`src/hw/rtl/p24fc_pkg.sv`:
```
// Package for the packed24 float converter: payload structs, status codes.
// No dependencies.
`timescale 1ns / 1ps
package p24fc_pkg;
  localparam logic [7:0] PK_BIAS = 8'd80;

  typedef enum logic [1:0] {
    ST_OK        = 2'd0,
    ST_OVERFLOW  = 2'd1,
    ST_UNDERFLOW = 2'd2,
    ST_INVALID   = 2'd3
  } status_t;

  typedef enum logic {
    OP_DECODE = 1'b0,
    OP_ENCODE = 1'b1
  } op_t;

  typedef struct packed {
    logic        operation;
    logic [23:0] packed_word;
    logic [31:0] float_bits;
  } in_beat_t;

  typedef struct packed {
    logic [31:0] float_result;
    logic [23:0] packed_result;
    logic [1:0]  status;
  } out_beat_t;
endpackage

```
`src/hw/rtl/packed24_float_converter.sv`:
```
// Packed24 <-> IEEE single converter, three-stage pipeline.
// Throughput one beat per cycle while the output is not stalled.
// Stage 1 negates/classifies, stage 2 counts leading zeros, stage 3 assembles.
// All stages advance together when the output stage is free or being drained.
// Synchronous active-high rst clears the stage valid bits; payload is not reset.
`timescale 1ns / 1ps
module packed24_float_converter (
  input  logic                 clk,
  input  logic                 rst,
  input  logic                 in_valid,
  output logic                 in_ready,
  input  p24fc_pkg::in_beat_t  in_data,
  output logic                 out_valid,
  input  logic                 out_ready,
  output p24fc_pkg::out_beat_t out_data
);
  import p24fc_pkg::*;

  logic advance;
  logic v1, v2, v3;

  // stage 1 registers
  logic        op1, neg1;
  logic [7:0]  e1;
  logic [15:0] m1;
  logic [23:0] pk1;
  logic [1:0]  st1;

  // stage 2 registers
  logic        op2, neg2;
  logic [7:0]  e2;
  logic [15:0] m2;
  logic [3:0]  p2;
  logic [23:0] pk2;
  logic [1:0]  st2;

  out_beat_t   res3;

  assign advance  = !v3 || out_ready;
  assign in_ready = advance;

  // stage 1: decode magnitude, encode fully (encode is shallow)
  logic [23:0] dmag;
  logic        fneg;
  logic [7:0]  bexp;
  logic [22:0] frac;
  logic [8:0]  ee;
  logic [23:0] emag, epk;
  logic [1:0]  est;
  always_comb begin
    dmag = in_data.packed_word[23] ? (24'd0 - in_data.packed_word) : in_data.packed_word;
    fneg = in_data.float_bits[31];
    bexp = in_data.float_bits[30:23];
    frac = in_data.float_bits[22:0];
    ee   = {1'b0, bexp} - 9'd62;
    est  = ST_OK;
    emag = 24'd0;
    if (bexp == 8'hFF) begin
      est = ST_INVALID;
    end else if (bexp == 8'd0) begin
      if (frac != 23'd0) est = ST_UNDERFLOW;
    end else if (ee[8]) begin
      est = ST_UNDERFLOW;
    end else if (ee[7]) begin
      est  = ST_OVERFLOW;
      emag = 24'h7FFFFF;
    end else begin
      emag = {ee[7:0], 1'b1, frac[22:8]};
    end
    epk = fneg ? (24'd0 - emag) : emag;
  end

  // stage 2: leading-one position of mantissa
  logic [3:0] pos;
  always_comb begin
    pos = 4'd0;
    for (int i = 0; i < 16; i++) begin
      if (m1[i]) pos = 4'(i);
    end
  end

  // stage 3: assemble single
  logic [7:0]  fexp;
  logic [22:0] ffrac;
  logic [38:0] sh;
  always_comb begin
    fexp  = {4'd0, p2} + e2 + 8'd127 - PK_BIAS;
    sh    = {23'd0, m2} << (5'd23 - {1'b0, p2});
    ffrac = sh[22:0];
  end

  always_ff @(posedge clk) begin
    if (rst) begin
      v1 <= 1'b0;
      v2 <= 1'b0;
      v3 <= 1'b0;
    end else if (advance) begin
      v1 <= in_valid;
      v2 <= v1;
      v3 <= v2;
    end
  end

  always_ff @(posedge clk) begin
    if (advance) begin
      op1  <= in_data.operation;
      neg1 <= in_data.packed_word[23];
      e1   <= dmag[23:16];
      m1   <= dmag[15:0];
      pk1  <= epk;
      st1  <= est;

      op2  <= op1;
      neg2 <= neg1;
      e2   <= e1;
      m2   <= m1;
      p2   <= pos;
      pk2  <= pk1;
      st2  <= st1;

      if (op2 == OP_ENCODE) begin
        res3.float_result  <= 32'd0;
        res3.packed_result <= pk2;
        res3.status        <= st2;
      end else begin
        res3.packed_result <= 24'd0;
        res3.status        <= ST_OK;
        if (m2 == 16'd0) res3.float_result <= {neg2, 31'd0};
        else res3.float_result <= {neg2, fexp, ffrac};
      end
    end
  end

  assign out_valid = v3;
  assign out_data  = res3;
endmodule

```
`config.mk`:
```
export PLATFORM = sky130hd
export DESIGN_NAME = packed24_float_converter
export DESIGN_NICKNAME = d
export VERILOG_FILES = /design/src/hw/rtl/p24fc_pkg.sv /design/src/hw/rtl/packed24_float_converter.sv
export SDC_FILE = /design/constraint.sdc
export NUM_CORES = 1
export LEC_CHECK = 0
export ABC_CLOCK_PERIOD_IN_PS = 14800
export BUFFER_PORTS_ARGS = -buffer_cell sky130_fd_sc_hd__buf_4
export CORE_MARGIN = 1.5
export CORE_UTILIZATION = 27
export DETAILED_ROUTE_END_ITERATION = 12
export PLACE_DENSITY = 0.45
export SLEW_MARGIN = 20
export SYNTH_ARGS = -nofsm -noshare
export SYNTH_HDL_FRONTEND = slang
export SYNTH_SLANG_ARGS = --single-unit
```
`constraint.sdc`:
```
create_clock -name clk -period 14.8 [get_ports clk]
set_input_delay 0 -clock clk [delete_from_list [all_inputs] [get_ports clk]]
set_output_delay 0 -clock clk [all_outputs]
set_load 0.02 [all_outputs]
```
# ---- Word-level counts from Yosys, hierarchy flattened
# Cells that the tools add are included.
dict set report word_totals {
  register_bits 169
  out_inout_bits 60
  word_cells 66
}
dict set report op_classes {
  addsub 7
  n_eq_ne 1
  shifts 1
  n_mux 24
  n_reduce_logical 9
}
# op count
set ops {}
lappend ops {{$mux 23} 4}
lappend ops {{$mux 24} 2}
lappend ops {{$sub 1x24->24 const A} 2}
lappend ops {{$mux 4} 6}
lappend ops {{$reduce_bool 23->1} 1}
lappend ops {{$shl 16x5->23} 1}
lappend ops {{$logic_not 16->1} 1}
lappend ops {{$mux 3} 4}
lappend ops {{$mux 2} 5}
lappend ops {{$sub 8x6->9 const B} 1}
lappend ops {{$add 4x8->8} 1}
lappend ops {{$add 8x7->8 const B} 1}
lappend ops {{$eq 8x8->1 const B} 1}
lappend ops {{$logic_not 8->1} 1}
lappend ops {{$reduce_or 8->1} 1}
lappend ops {{$sub 8x7->8 const B} 1}
lappend ops {{$sub 5x4->5 const A} 1}
lappend ops {{$reduce_or 2->1} 2}
lappend ops {{$reduce_or 4->1} 1}
lappend ops {{$mux 1} 3}
lappend ops {{$logic_not 1->1} 1}
lappend ops {{$logic_or 1x1->1} 1}

# ---- Longest topological paths before layout
# Gate-level depths: netlist (run 1).
dict set report depth {
  ltp_word 14
  ltp_mapped 13
  depth_no_buf 12
}

# ---- Worst setup path after synthesis (run 1)
# Ideal clock, no wire load.
dict set report synth_path {
  path_type {flip-flop to flip-flop}
  from {register v3, in the netlist out_valid}
  to {register v1}
  setup_time_ps 137
  t_arrival_ps 4885
  required_ps 14663
  slack_ps 9778
  path_stages_with_launch 4
  path_cell_list {dfxtp_1 nand2b_1 mux2i_1 nor2_1}
}
dict set report synth_between {
  elab_chain_len 2
}
# item line
set synth_rtl {}
lappend synth_rtl {{start, declared} packed24_float_converter.sv:20} ;# logic v1, v2, v3;
lappend synth_rtl {{start signal, assigned} packed24_float_converter.sv:100} ;# v3 <= v2;
lappend synth_rtl {{$logic_not 1->1} packed24_float_converter.sv:39} ;# assign advance = !v3 || out_ready;
lappend synth_rtl {{$logic_or 1x1->1} packed24_float_converter.sv:39}
lappend synth_rtl {{named net in_ready} packed24_float_converter.sv:11} ;# output logic in_ready,
lappend synth_rtl {{end signal, assigned} packed24_float_converter.sv:98} ;# v1 <= in_valid;
lappend synth_rtl {{end, declared} packed24_float_converter.sv:20}
# The timed path passes the listed nets, and every way through them passes these cells.
# A chain may end at the register's enable or synchronous reset.

# ---- Final worst setup path (run 1)
dict set report layout_path {
  from {input port in_data[29] in the netlist's numbering}
  to {register pk1[10], data pin}
}
dict set report layout_between {
  elab_chain_len 7
  elab_cells_between_ends 9
}
# item line
set layout_rtl {}
lappend layout_rtl {{start, declared} packed24_float_converter.sv:12} ;# input p24fc_pkg::in_beat_t in_data,
lappend layout_rtl {{$sub 8x6->9} packed24_float_converter.sv:55} ;# ee = {1'b0, bexp} - 9'd62;
lappend layout_rtl {{$mux 23} packed24_float_converter.sv:64} ;# end else if (ee[7]) begin
lappend layout_rtl {{$mux 23} packed24_float_converter.sv:62} ;# end else if (ee[8]) begin
lappend layout_rtl {{$mux 23} packed24_float_converter.sv:60} ;# end else if (bexp == 8'd0) begin
lappend layout_rtl {{$mux 24 *} packed24_float_converter.sv:58} ;# if (bexp == 8'hFF) begin
lappend layout_rtl {{$sub 1x24->24} packed24_float_converter.sv:70} ;# epk = fneg ? (24'd0 - emag) : emag;
lappend layout_rtl {{$mux 24 *} packed24_float_converter.sv:70}
lappend layout_rtl {{named net epk[10]} packed24_float_converter.sv:48} ;# logic [23:0] emag, epk;
lappend layout_rtl {{end signal, assigned} packed24_float_converter.sv:110} ;# pk1 <= epk;
lappend layout_rtl {{end, declared} packed24_float_converter.sv:26} ;# logic [23:0] pk1;
# The timed path passes the listed nets; every way through them passes the cells marked *.

==> results of run 1 <==
-- per-stage QoR --
stage | power (mW) | cell area [µm²] | hold slack, ps
global route | 1.37 | 10100 | 40.2
detailed placement | 0.832 | 9140 | 182
floorplan | 0.750 | 7820 | 69.1
global placement | 0.830 | 9140 | 172
CTS | 1.32 | 10100 | 15.4
finish | 1.30 | 10100 | 47.2
-- metal layers --
| metal | vias up | part of all wire (%) | track usage [%] |
|---|---|---|---|
| met2 | 133 | 55 | 20.8 |
| li1 | 2596 | - | - |
| met5 | - | 0 | 0 |
| met3 | 18 | 4.8 | 2.81 |
| met4 | 0 | 1.7 | 4.20 |
| met1 | 2498 | 39 | 12.2 |
-- layout make-up --
| type | count | area [µm²] | share of cell area, % |
|---|---|---|---|
| well taps | 384 | 480 | 4.74 |
| clock buffers | 19 | 433 | 4.27 |
| inverters | 28 | 105 | 1.04 |
| multi-input cells | 398 | 2590 | 25.5 |
| flip-flops and latches | 169 | 5040 | 49.8 |
| repair buffers | 157 | 1270 | 12.6 |
| clock inverters | 13 | 208 | 2.05 |
-- power breakdown --
part | leakage (nW) | internal [mW] | total (mW) | switching, mW
Combinational | 1.84 | 0.0917 | 0.202 | 0.110
Clock | 0.310 | 0.289 | 0.476 | 0.187
Sequential | 1.84 | 0.597 | 0.624 | 0.0274
Total | 3.99 | 0.977 | 1.30 | 0.324
-- final timing paths --
| check | from | endpoint | slack (ps) |
|---|---|---|---|
| max | in_data[29] | pk1[10] | 11740 |
| min | in_data[30] | st1[0] | 50 |
| max reg2reg | p2[1] | out_data[56] | 11850 |
| min reg2reg | e1[4] | e2[4] | 410 |
-- cell families after synthesis --
| kind of cell | count (synthesis) | share of synthesized area [%] |
|---|---|---|
| and+or+nand+nor | 206 | 13.6 |
| DFF | 169 | 64.7 |
| AOI/OAI and AO/OA | 107 | 9.23 |
| buffers and inverters | 51 | 2.50 |
| xor gates and xnor gates | 37 | 4.16 |
| muxes | 26 | 3.42 |
| adders and majority gates | 14 | 2.34 |
| other | 1 | 0.0481 |
-- cells in the final DEF, fill, tap and decap left out, drive strengths merged, types with 3 or more instances in the layout --
cell type	count
nor2b	7
o41ai	6
nor2	57
o31ai	8
clkinv	3
ha	13
nor4	14
o21ai	36
a211o	4
clkbuf	19
bufinv	4
buf	124
dfxtp	3
nand3	10
or3	5
nand2	40
mux2	5
a211oi	8
edfxtp	166
dlygate4sd3	33
mux2i	21
xor2	6
or4	6
a21oi	18
and2	31
nand2b	6
inv	33
nor3	19
xnor2	31
conb	8
-- state kept, by name, indices dropped and copies added, names as in the netlist, 2 cells and up --
signal	flops
pk2	24
pk1	24
p2	4
m2	16
st2	2
e1	8
out_data	58
st1	2
e2	8
m1	16
-- what timing repair did --
action / CTS / global route
hold buffers: 33 / 0
endpoints found under the hold margin: 34 / 0
resized for setup: 0 / 0
-- worst min-delay path, stage by stage --
cell	delay, ps
buf_4	200
nand2_1	60
o21ai_0	70
==> metrics.md, run 1 <==
| Metric | Value |
|---|---|
| Routed vias/inst | 4.49 |
| Rows | 62 |
| Worst setup EP type | register |
| Die height | 173 µm |
| Non-Filler Instances | 1168 |
| Share of layout cells above drive strength 1 | 21.3% |
| Top-area cell type share of the netlist area | 64.0% |
| Die W | 173 µm |
| Antenna Cells | 0 |
| Startpoint types | input port |
| Final hold viol count | 0 |
| Hold Path Depth | 3 |
| CP arrival | 3210 ps |
| Routed WL per cell | 13.9 µm |
| Synth Cell Area | 7790 µm² |
| Post-route setup slack | 11740 ps |
| CP Buf/Inv Count | 3 |
| Final WL | 16.2 mm |
| Leak Pwr | 3.99 nW |
| Clock Sinks | 169 |
| Levels on crit path | 11 |
| CP delay by family, top | buffers and inverters |
| Max Clock Skew | 12.6 ps |
| Critical path data required time | 14950 ps |
| Period minus WS final | 3060 ps |
| Post-DRT Antenna Nets | 0 |
| CTS clk-pin slew, worst paths | 70 ps |
| CTS H-tree lvls | 4 |
| Syn avg cell area | 12.8 µm² |
| Max Cap Viol | 0 |
| Fillers | 2874 |
| GRT Residual Overflow | 0 |
| Setup CP Type | input port to register |
| Post-Route Setup TNS | 0 ps |
| Pin count of the biggest net entering global routing | 88 |
| Worst slew pin tran | 1040 ps |
| TritonCTS clock tree | yes |
| Relative slew slack | 31.0% |
| Max stage delay on crit path | 700 ps |
| Area Growth Syn to Fin | 30.0% |
| Tcrit/Tclk final | 20.7% |
| Ys Warns | 0 |
| Final net count | 846 |
| Die area | 29900 µm² |
| Most frequent CP cell | buf_4 |
| Place WS | 11630 ps |
| Flops & latches, synth | 169 |
| Post-synth EDFFs | 166 |
| Count of different cell masters after synthesis | 63 |
| Status | complete, no violations |
| Cell Pwr Density | 128 nW/µm² |
| DRT Pass-1 Iters | 5 |
| Latest clock arrival within the worst-skew pair | 420 ps |
| Top Ports | 121 |
| Initial antenna violation count | 0 |
| Top cell type by total area after synthesis | edfxtp_1 |
| Global-route usage over all layers | 11.2% |
| Max-slew violation count | 0 |
| Synth async-reset ratio | 0% |
| Via count | 5245 |
| DPL Wire Length | 11.8 mm |
| GP Congestion | 0.806 |
| Fmax | 0.327 GHz |
| Residual DRC | 0 |
| Longest Clk Path Bufs | 2 |
| Dominant cells by area after synthesis | edfxtp_1 64%, xnor2_1 3.5%, nor2_1 2.7%, mux2i_1 2.7%, and2_1 2.5% |
| Post-CTS Setup Inserts | 0 |
| Clock buffer count from CTS | 17 |
| Initial Util | 27.3% |
| Most common cell in the netlist | edfxtp_1 |
| Final Core Density | 35.5% |
| Main synth FF type | edfxtp_1 |
| DP Cell Count | 1102 |
| Top post-synthesis cells by count | 166 x edfxtp_1, 57 x nor2_1, 40 x nand2_1 |
| CP Max Fanout | 15 |
| RSZ-0062 raised after global routing | no |
| Slowest CP cell | xnor2_1 |
| Sequential area share after synthesis | 64.7% |
| Mapped Cells | 611 |
| First-pass GRT wire length | 26.8 mm |
| Core Footprint | 28500 µm² |
| Crit-path cells | dlygate4sd3_1 > buf_4 > a41o_1 > xnor2_1 > buf_4 > o21ai_0 > ha_1 > o311ai_1 > a211o_1 > o21ai_1 > xor2_1 |
| Initial DRC count | 314 |
| PortBufs | 120 |
| Vias in the first global route | 5354 |
| Final setup fails | 0 |
| Min-Delay Path Class | input port to register |
| Reg2reg path depth | 12 |
| Root Driver | clkbuf_16 |
| VDD IR max | 0.0000798 V |
(Power assumes the default switching activity.)
==> run 2: changes to the inputs <==
--- a/config.mk
+++ b/config.mk
@@ -5,12 +5,13 @@
 export SDC_FILE = /design/constraint.sdc
 export NUM_CORES = 1
 export LEC_CHECK = 0
-export ABC_CLOCK_PERIOD_IN_PS = 14800
+export ABC_AREA = 1
+export ABC_CLOCK_PERIOD_IN_PS = 2500
 export BUFFER_PORTS_ARGS = -buffer_cell sky130_fd_sc_hd__buf_4
 export CORE_MARGIN = 1.5
 export CORE_UTILIZATION = 27
 export DETAILED_ROUTE_END_ITERATION = 12
-export PLACE_DENSITY = 0.45
+export PLACE_DENSITY = 0.46
 export SLEW_MARGIN = 20
 export SYNTH_ARGS = -nofsm -noshare
 export SYNTH_HDL_FRONTEND = slang
==> constraint.sdc (replaced) <==
create_clock -name clk -period 2.5 [get_ports clk]
set_input_delay 0 -clock clk [delete_from_list [all_inputs] [get_ports clk]]
set_output_delay 0 -clock clk [all_outputs]
set_load 0.02 [all_outputs]
==> run 2 against run 1 <==
  * Sequential power grew to 5.9 times the previous value
  * Combinational power rose to 6.5 times the previous value
  * Clock power rose to 5.3 times the previous value
  * First-iteration DRC count down 4.8%
  * Hold slack got worse by 19 ps
  * Sequential share of layout area shrank 0.45 points
==> metrics.md, run 2 <==
| Metric | Value |
|---|---|
| Status | complete, no violations (unchanged) |
| Leak Pwr | 4.48 nW (was 3.99 nW) |
| CTS clk-pin slew, worst paths | 70 ps (about the same) |
| Period minus WS final | 2360 ps |
| Count of different cell masters after synthesis | 45 (was 63) |
| Main synth FF type | edfxtp_1 (unchanged) |
| Top cell type by total area after synthesis | edfxtp_1 (unchanged) |
| Die area | 30000 µm² (was 29900 µm²) |
| Multi-input gate area | 2400 µm² (was 2590 µm²) |
| Latest clock arrival within the worst-skew pair | 420 ps (about the same) |
| Synth Cell Area | 7830 µm² (was 7790 µm²) |
| Fmax | 0.423 GHz |
| Clock Sinks | 169 (unchanged) |
| Final net count | 960 (was 846) |
| RSZ-0062 raised after global routing | no (unchanged) |
| Max Cap Viol | 0 (unchanged) |
| FF-to-FF setup slack | 140 ps (was 11850 ps) |
| Via count | 5253 (was 5245) |
| Top-area cell type share of the netlist area | 63.6% (was 64.0%) |
| Cell Pwr Density | 737 nW/µm² (was 128 nW/µm²) |
| Global-route usage over all layers | 10.9% (was 11.2%) |
| Longest Clk Path Bufs | 2 (unchanged) |
| DRT Pass-1 Iters | 4 (was 5) |
| Top Ports | 121 (unchanged) |
| Final hold viol count | 0 (unchanged) |
| Commonest non-fill, non-tap cell in the layout | edfxtp_1 (unchanged) |
| Root Driver | clkbuf_16 (unchanged) |
| Rows | 62 (unchanged) |
| Initial antenna violation count | 1 (was 0) |
| Crit-path cells | inv_2 > ha_1 > inv_1 > ha_1 > inv_1 > fa_1 > o31ai_4 > a21oi_1 > or2_2 > a21oi_1 (was dlygate4sd3_1 > buf_4 > a41o_1 > xnor2_1 > buf_4 > o21ai_0 > ha_1 > o311ai_1 > a211o_1 > o21ai_1 > xor2_1) |
| Dominant cells by area after synthesis | edfxtp_1 64%, nand2_1 6.4%, inv_1 4.3%, nor2_1 2.8%, xor2_1 2.7% (was edfxtp_1 64%, xnor2_1 3.5%, nor2_1 2.7%, mux2i_1 2.7%, and2_1 2.5%) |
| CP Max Fanout | 3 (was 15) |
| Routed vias/inst | 4.09 (was 4.49) |
| CP arrival | 2630 ps (was 3210 ps) |
| Core Footprint | 28600 µm² (was 28500 µm²) |
| Area Growth Syn to Fin | 30.6% (was 30.0%) |
| Sequential area share after synthesis | 64.4% (was 64.7%) |
| Max stage delay on crit path | 440 ps (was 700 ps) |
| Post-synth EDFFs | 166 (unchanged) |
| Fillers | 2896 (was 2874) |
| Largest register FFs | 58 (unchanged) |
| Post-Route Setup TNS | 0 ps (unchanged) |
| Residual DRC | 0 (unchanged) |
| Worst setup EP type | register (unchanged) |
| Min Hold Slack | 27.8 ps (was 47.2 ps) |
| PortBufs | 120 (unchanged) |
| Die W | 173 µm (about the same) |
| Commonest non-fill, non-tap cells in the layout | 166 x edfxtp_1, 133 x nand2_1, 130 x buf_4 (was 166 x edfxtp_1, 123 x buf_4, 57 x nor2_1) |
| Share of layout cells above drive strength 1 | 22.4% (was 21.3%) |
| DPL Wire Length | 11.7 mm (was 11.8 mm) |
| Critical path data required time | 2770 ps (was 14950 ps) |
| VDD IR max | 0.000454 V (was 0.0000798 V) |
| Synth async-reset ratio | 0% (unchanged) |
| Non-Filler Instances | 1283 (was 1168) |
| Syn avg cell area | 11.0 µm² (was 12.8 µm²) |
| First-pass GRT wire length | 25.8 mm (was 26.8 mm) |
| Die height | 173 µm (about the same) |
| Ys Warns | 0 (unchanged) |
| Final WL | 15.9 mm (was 16.2 mm) |
| Most common cell in the netlist | edfxtp_1 (unchanged) |
| Tcrit/Tclk final | 94.5% |
| TritonCTS clock tree | yes (unchanged) |
| Initial Util | 27.4% (was 27.3%) |
| Mapped Cells | 712 (was 611) |
| GP Congestion | 0.819 (was 0.806) |
| Clock buffer count from CTS | 17 (unchanged) |
| Seq. cell area | 5050 µm² (was 5040 µm²) |
| Max Clock Skew | 12.5 ps (was 12.6 ps) |
| DP Cell Count | 1217 (was 1102) |
| Pin count of the biggest net entering global routing | 71 (was 88) |
| Routed WL per cell | 12.4 µm (was 13.9 µm) |
| Post-CTS Setup Inserts | 0 (unchanged) |
| Final setup fails | 0 (unchanged) |
| CTS H-tree lvls | 4 (unchanged) |
| Top post-synthesis cells by count | 166 x edfxtp_1, 133 x nand2_1, 89 x inv_1 (was 166 x edfxtp_1, 57 x nor2_1, 40 x nand2_1) |
| Max-slew violation count | 0 (unchanged) |
| Setup CP Type | register to register (was input port to register) |
| Initial DRC count | 299 (was 314) |
| Flops & latches, synth | 169 (unchanged) |
| Post-DRT Antenna Nets | 0 (unchanged) |
| Startpoint types | register (was input port) |
| Vias in the first global route | 5229 (was 5354) |
| Min-Delay Path Class | input port to register (unchanged) |
| Slowest CP cell | fa_1 (was xnor2_1) |
| GRT Residual Overflow | 0 (unchanged) |
==> run 2: cells by family after synthesis <==
group                      after synthesis  synth area share, %
AOI/OAI and AO/OA                       91                 6.49
xor gates and xnor gates                33                 3.69
adders and majority gates               14                 2.33
buffers and inverters                  112                 5.70
DFF                                    169                 64.4
muxes                                    5                0.639
other                                    1               0.0479
and+or+nand+nor                        287                 16.7
==> run 2: critical path, delay by kind of cell (launching register included) <==
family	cells	cell delay [ps]
adder cells (fa/ha/maj)	3	820
AO/OA/AOI/OAI	3	530
flip-flops	1	400
AND/OR/NAND/NOR	1	280
buffers and inverters	3	200
==> run 2: what timing repair did <==
item                                   CTS  global route
hold buffers                            33             0
gates resized for setup                  0             3
setup endpoints to repair                0             4
endpoints found under the hold margin   32             0
==> run 2: final timing paths <==
| path | startpoint | to | cells after the start |
|---|---|---|---|
| max reg2reg | p2[1] | out_data[56] | 10 |
| max | p2[1] | out_data[56] | 10 |
| min | in_data[22] | pk1[14] | 5 |
| min reg2reg | pk1[4] | pk2[4] | 0 |
==> run 2: stage by stage <==
step | utilization [%] | setup slack [ps] | total power, mW | cell area (µm²)
floorplan | - | -1030 | 4.52 | 7880
CTS | 35.7 | 113 | 7.67 | 10200
global route | 35.7 | 8.59 | 7.95 | 10200
detailed placement | 32.5 | 127 | 5.04 | 9300
global placement | 32.5 | 198 | 5.03 | 9300
finish | 35.7 | 137 | 7.55 | 10200
==> run 2: report_power, final <==
part / total [mW] / internal [mW] / switching [mW]
combinational: 1.32 / 0.552 / 0.772
sequential: 3.68 / 3.55 / 0.131
clock: 2.54 / 1.33 / 1.20
==> run 2: area by class of cell <==
class | instances | area share (%)
multi-input cells | 438 | 23.4
inverters | 93 | 3.50
clock inverters | 15 | 1.49
diodes | 1 | 0.0245
repair buffers | 166 | 13.4
clock buffers | 17 | 4.16
flip-flops and latches | 169 | 49.3
well taps | 384 | 4.70
==> run 2: routing by layer <==
layer  global-route usage [%]  routed length, µm  vias up
met2                     19.9               8270      101
met4                     4.67                348        0
li1                         -                  -     2775
met3                     2.17                476       20
met5                        0                  0        -
met1                     12.3               6770     2357
==> run 3: changes to the inputs <==
--- a/config.mk
+++ b/config.mk
@@ -10,6 +10,7 @@
 export BUFFER_PORTS_ARGS = -buffer_cell sky130_fd_sc_hd__buf_4
 export CORE_MARGIN = 1.5
 export CORE_UTILIZATION = 27
+export CTS_CLUSTER_DIAMETER = 100
 export DETAILED_ROUTE_END_ITERATION = 12
 export PLACE_DENSITY = 0.46
 export SLEW_MARGIN = 20
==> constraint.sdc (replaced) <==
create_clock -name clk -period 2.5 [get_ports clk]
set_input_delay 0.25 -clock clk [delete_from_list [all_inputs] [get_ports clk]]
set_output_delay 0.25 -clock clk [all_outputs]
set_load 0.02 [all_outputs]
==> run 3 against run 2 <==
  * Clock skew down 3.0 ps
  * Hold slack better by 3.6 ps
  * Clock-buffer cell count unchanged
  * Sequential share of layout area up 1.6 points
  * Register-to-register slack better by 40 ps
  * Sequential cell count unchanged
  * Utilization down 1.1 points
  * Final cell count down 2.4%
  * Sequential power about the same
  * Critical path type unchanged
  * Largest power group unchanged
==> metrics.md, run 3 (synthesis gave the netlist of run 2 again) <==
| Metric | Value |
|---|---|
| Status | complete, no violations (unchanged) |
| Post-DRT Antenna Nets | 0 (unchanged) |
| Initial antenna violation count | 0 (was 1) |
| CP arrival | 2600 ps (was 2630 ps) |
| Multi-input gate area | 2390 µm² (was 2400 µm²) |
| GP Congestion | 0.801 (was 0.819) |
| Final setup fails | 0 (unchanged) |
| First-pass GRT wire length | 25.3 mm (was 25.8 mm) |
| Die area | 30000 µm² (unchanged) |
| Period minus WS final | 2320 ps (was 2360 ps) |
| Seq. cell area | 5050 µm² (unchanged) |
| VDD IR max | 0.000447 V (was 0.000454 V) |
| Clock buffer count from CTS | 17 (unchanged) |
| Leak Pwr | 4.36 nW (was 4.48 nW) |
| Tcrit/Tclk final | 92.8% (was 94.5%) |
| CTS H-tree lvls | 4 (unchanged) |
| PortBufs | 120 (unchanged) |
| Max Clock Skew | 9.49 ps (was 12.5 ps) |
| Residual DRC | 0 (unchanged) |
| Rows | 62 (unchanged) |
| Die W | 173 µm (unchanged) |
| Initial Util | 27.4% (unchanged) |
| FF-to-FF setup slack | 180 ps (was 140 ps) |
| Pin count of the biggest net entering global routing | 77 (was 71) |
| Latest clock arrival within the worst-skew pair | 420 ps (about the same) |
| Vias in the first global route | 5078 (was 5229) |
| Max Cap Viol | 0 (unchanged) |
| Global-route usage over all layers | 10.8% (was 10.9%) |
| Antenna Cells | 0 (was 1) |
| Top Ports | 121 (unchanged) |
| Min Hold Slack | 31.4 ps (was 27.8 ps) |
| DRT Pass-1 Iters | 4 (unchanged) |
| Core Footprint | 28600 µm² (unchanged) |
| TritonCTS clock tree | yes (unchanged) |
| Largest register FFs | 58 (unchanged) |
| DPL Wire Length | 11.7 mm (about the same) |
| Initial DRC count | 344 (was 299) |
| Max-slew violation count | 0 (unchanged) |
| GRT Residual Overflow | 0 (unchanged) |
| Root Driver | clkbuf_16 (unchanged) |
| Setup CP Type | register to register (unchanged) |
| Commonest non-fill, non-tap cells in the layout | 166 x edfxtp_1, 133 x nand2_1, 131 x buf_4 (was 166 x edfxtp_1, 133 x nand2_1, 130 x buf_4) |
| Final net count | 930 (was 960) |
| Commonest non-fill, non-tap cell in the layout | edfxtp_1 (unchanged) |
| Worst setup EP type | register (unchanged) |
| Critical path data required time | 2780 ps (was 2770 ps) |
| Total power | 7.51 mW (was 7.55 mW) |
| CP Max Fanout | 3 (unchanged) |
| Min-Delay Path Class | input port to register (unchanged) |
| RSZ-0062 raised after global routing | no (unchanged) |
| Die height | 173 µm (unchanged) |
| Routed WL per cell | 12.6 µm (was 12.4 µm) |
| Fmax | 0.431 GHz (was 0.423 GHz) |
| Via count | 5161 (was 5253) |
| Final hold viol count | 0 (unchanged) |
| Startpoint types | register (unchanged) |
| Routed vias/inst | 4.12 (was 4.09) |
| Fillers | 2889 (was 2896) |
| Cell Pwr Density | 758 nW/µm² (was 737 nW/µm²) |
| Final WL | 15.7 mm (was 15.9 mm) |
| Share of layout cells above drive strength 1 | 23.3% (was 22.4%) |
| Area Growth Syn to Fin | 26.6% (was 30.6%) |
| Clock Sinks | 169 (unchanged) |
| Longest Clk Path Bufs | 2 (unchanged) |
| CTS clk-pin slew, worst paths | 70 ps (about the same) |
[run 3: cell count changes in the layout (fill, tap and decap cells not counted), sizes merged]
cell,delta
buf,+1
clkinvlp,-1
diode,-1
dlygate4sd3,-31
inv,+1
[run 3: critical path: stages, from the launching register on]
cell and delay (ps):
edfxtp_1 400, inv_2 70, ha_1 210, inv_1 60, ha_1 160, inv_1 60
fa_1 430, o31ai_4 290, a21oi_1 110, or2_2 280, a21oi_1 110
[run 3: path summary, 6_finish.rpt]
| path | start | endpoint | cells after the start |
|---|---|---|---|
| max | p2[1] | out_data[56] | 10 |
| min | in_data[32] | m1[0] | 1 |
| max reg2reg | p2[1] | out_data[56] | 10 |
| min reg2reg | e1[1] | e2[1] | 0 |
[run 3: per-stage QoR]
step,std cells,utilization [%],cell area (µm²),TNS (ps),worst slack [ps]
after floorplan,719,-,7880,-172550,-1030
after global placement,1218,32.5,9310,0,199
after detailed placement,1218,32.5,9310,0,132
after CTS,1252,34.6,9910,0,155
after global routing,1252,34.6,9920,0,23.6
final,1252,34.6,9920,0,179
[run 3: where the power goes]
group	leakage (nW)	switching [mW]	internal [mW]
Clock	0.286	1.22	1.34
Combinational	2.24	0.756	0.518
Sequential	1.83	0.132	3.55
[run 3: area by class of cell]
| cell class | instances | area share (%) |
|---|---|---|
| sequential | 169 | 50.9 |
| inverter | 93 | 3.61 |
| multi-input combinational | 438 | 24.1 |
| clock inverter | 15 | 1.54 |
| tap | 384 | 4.84 |
| clock buffer | 17 | 4.29 |
| timing repair buffer | 136 | 10.7 |
[run 3: routing by layer]
layer	wire [µm]	vias to the layer above	GRT usage, %
li1	-	2725	-
met1	6720	2323	12.2
met2	8070	96	19.4
met3	593	17	2.52
met4	339	0	4.67
met5	0	-	0
[run 3: repair_timing]
| action | in CTS | in global routing |
|---|---|---|
| buffers inserted | 0 | 0 |
| resized for setup | 0 | 1 |
| endpoints found under the setup margin | 0 | 1 |
| hold buffers | 2 | 0 |
| hold endpoints to repair | 4 | 0 |
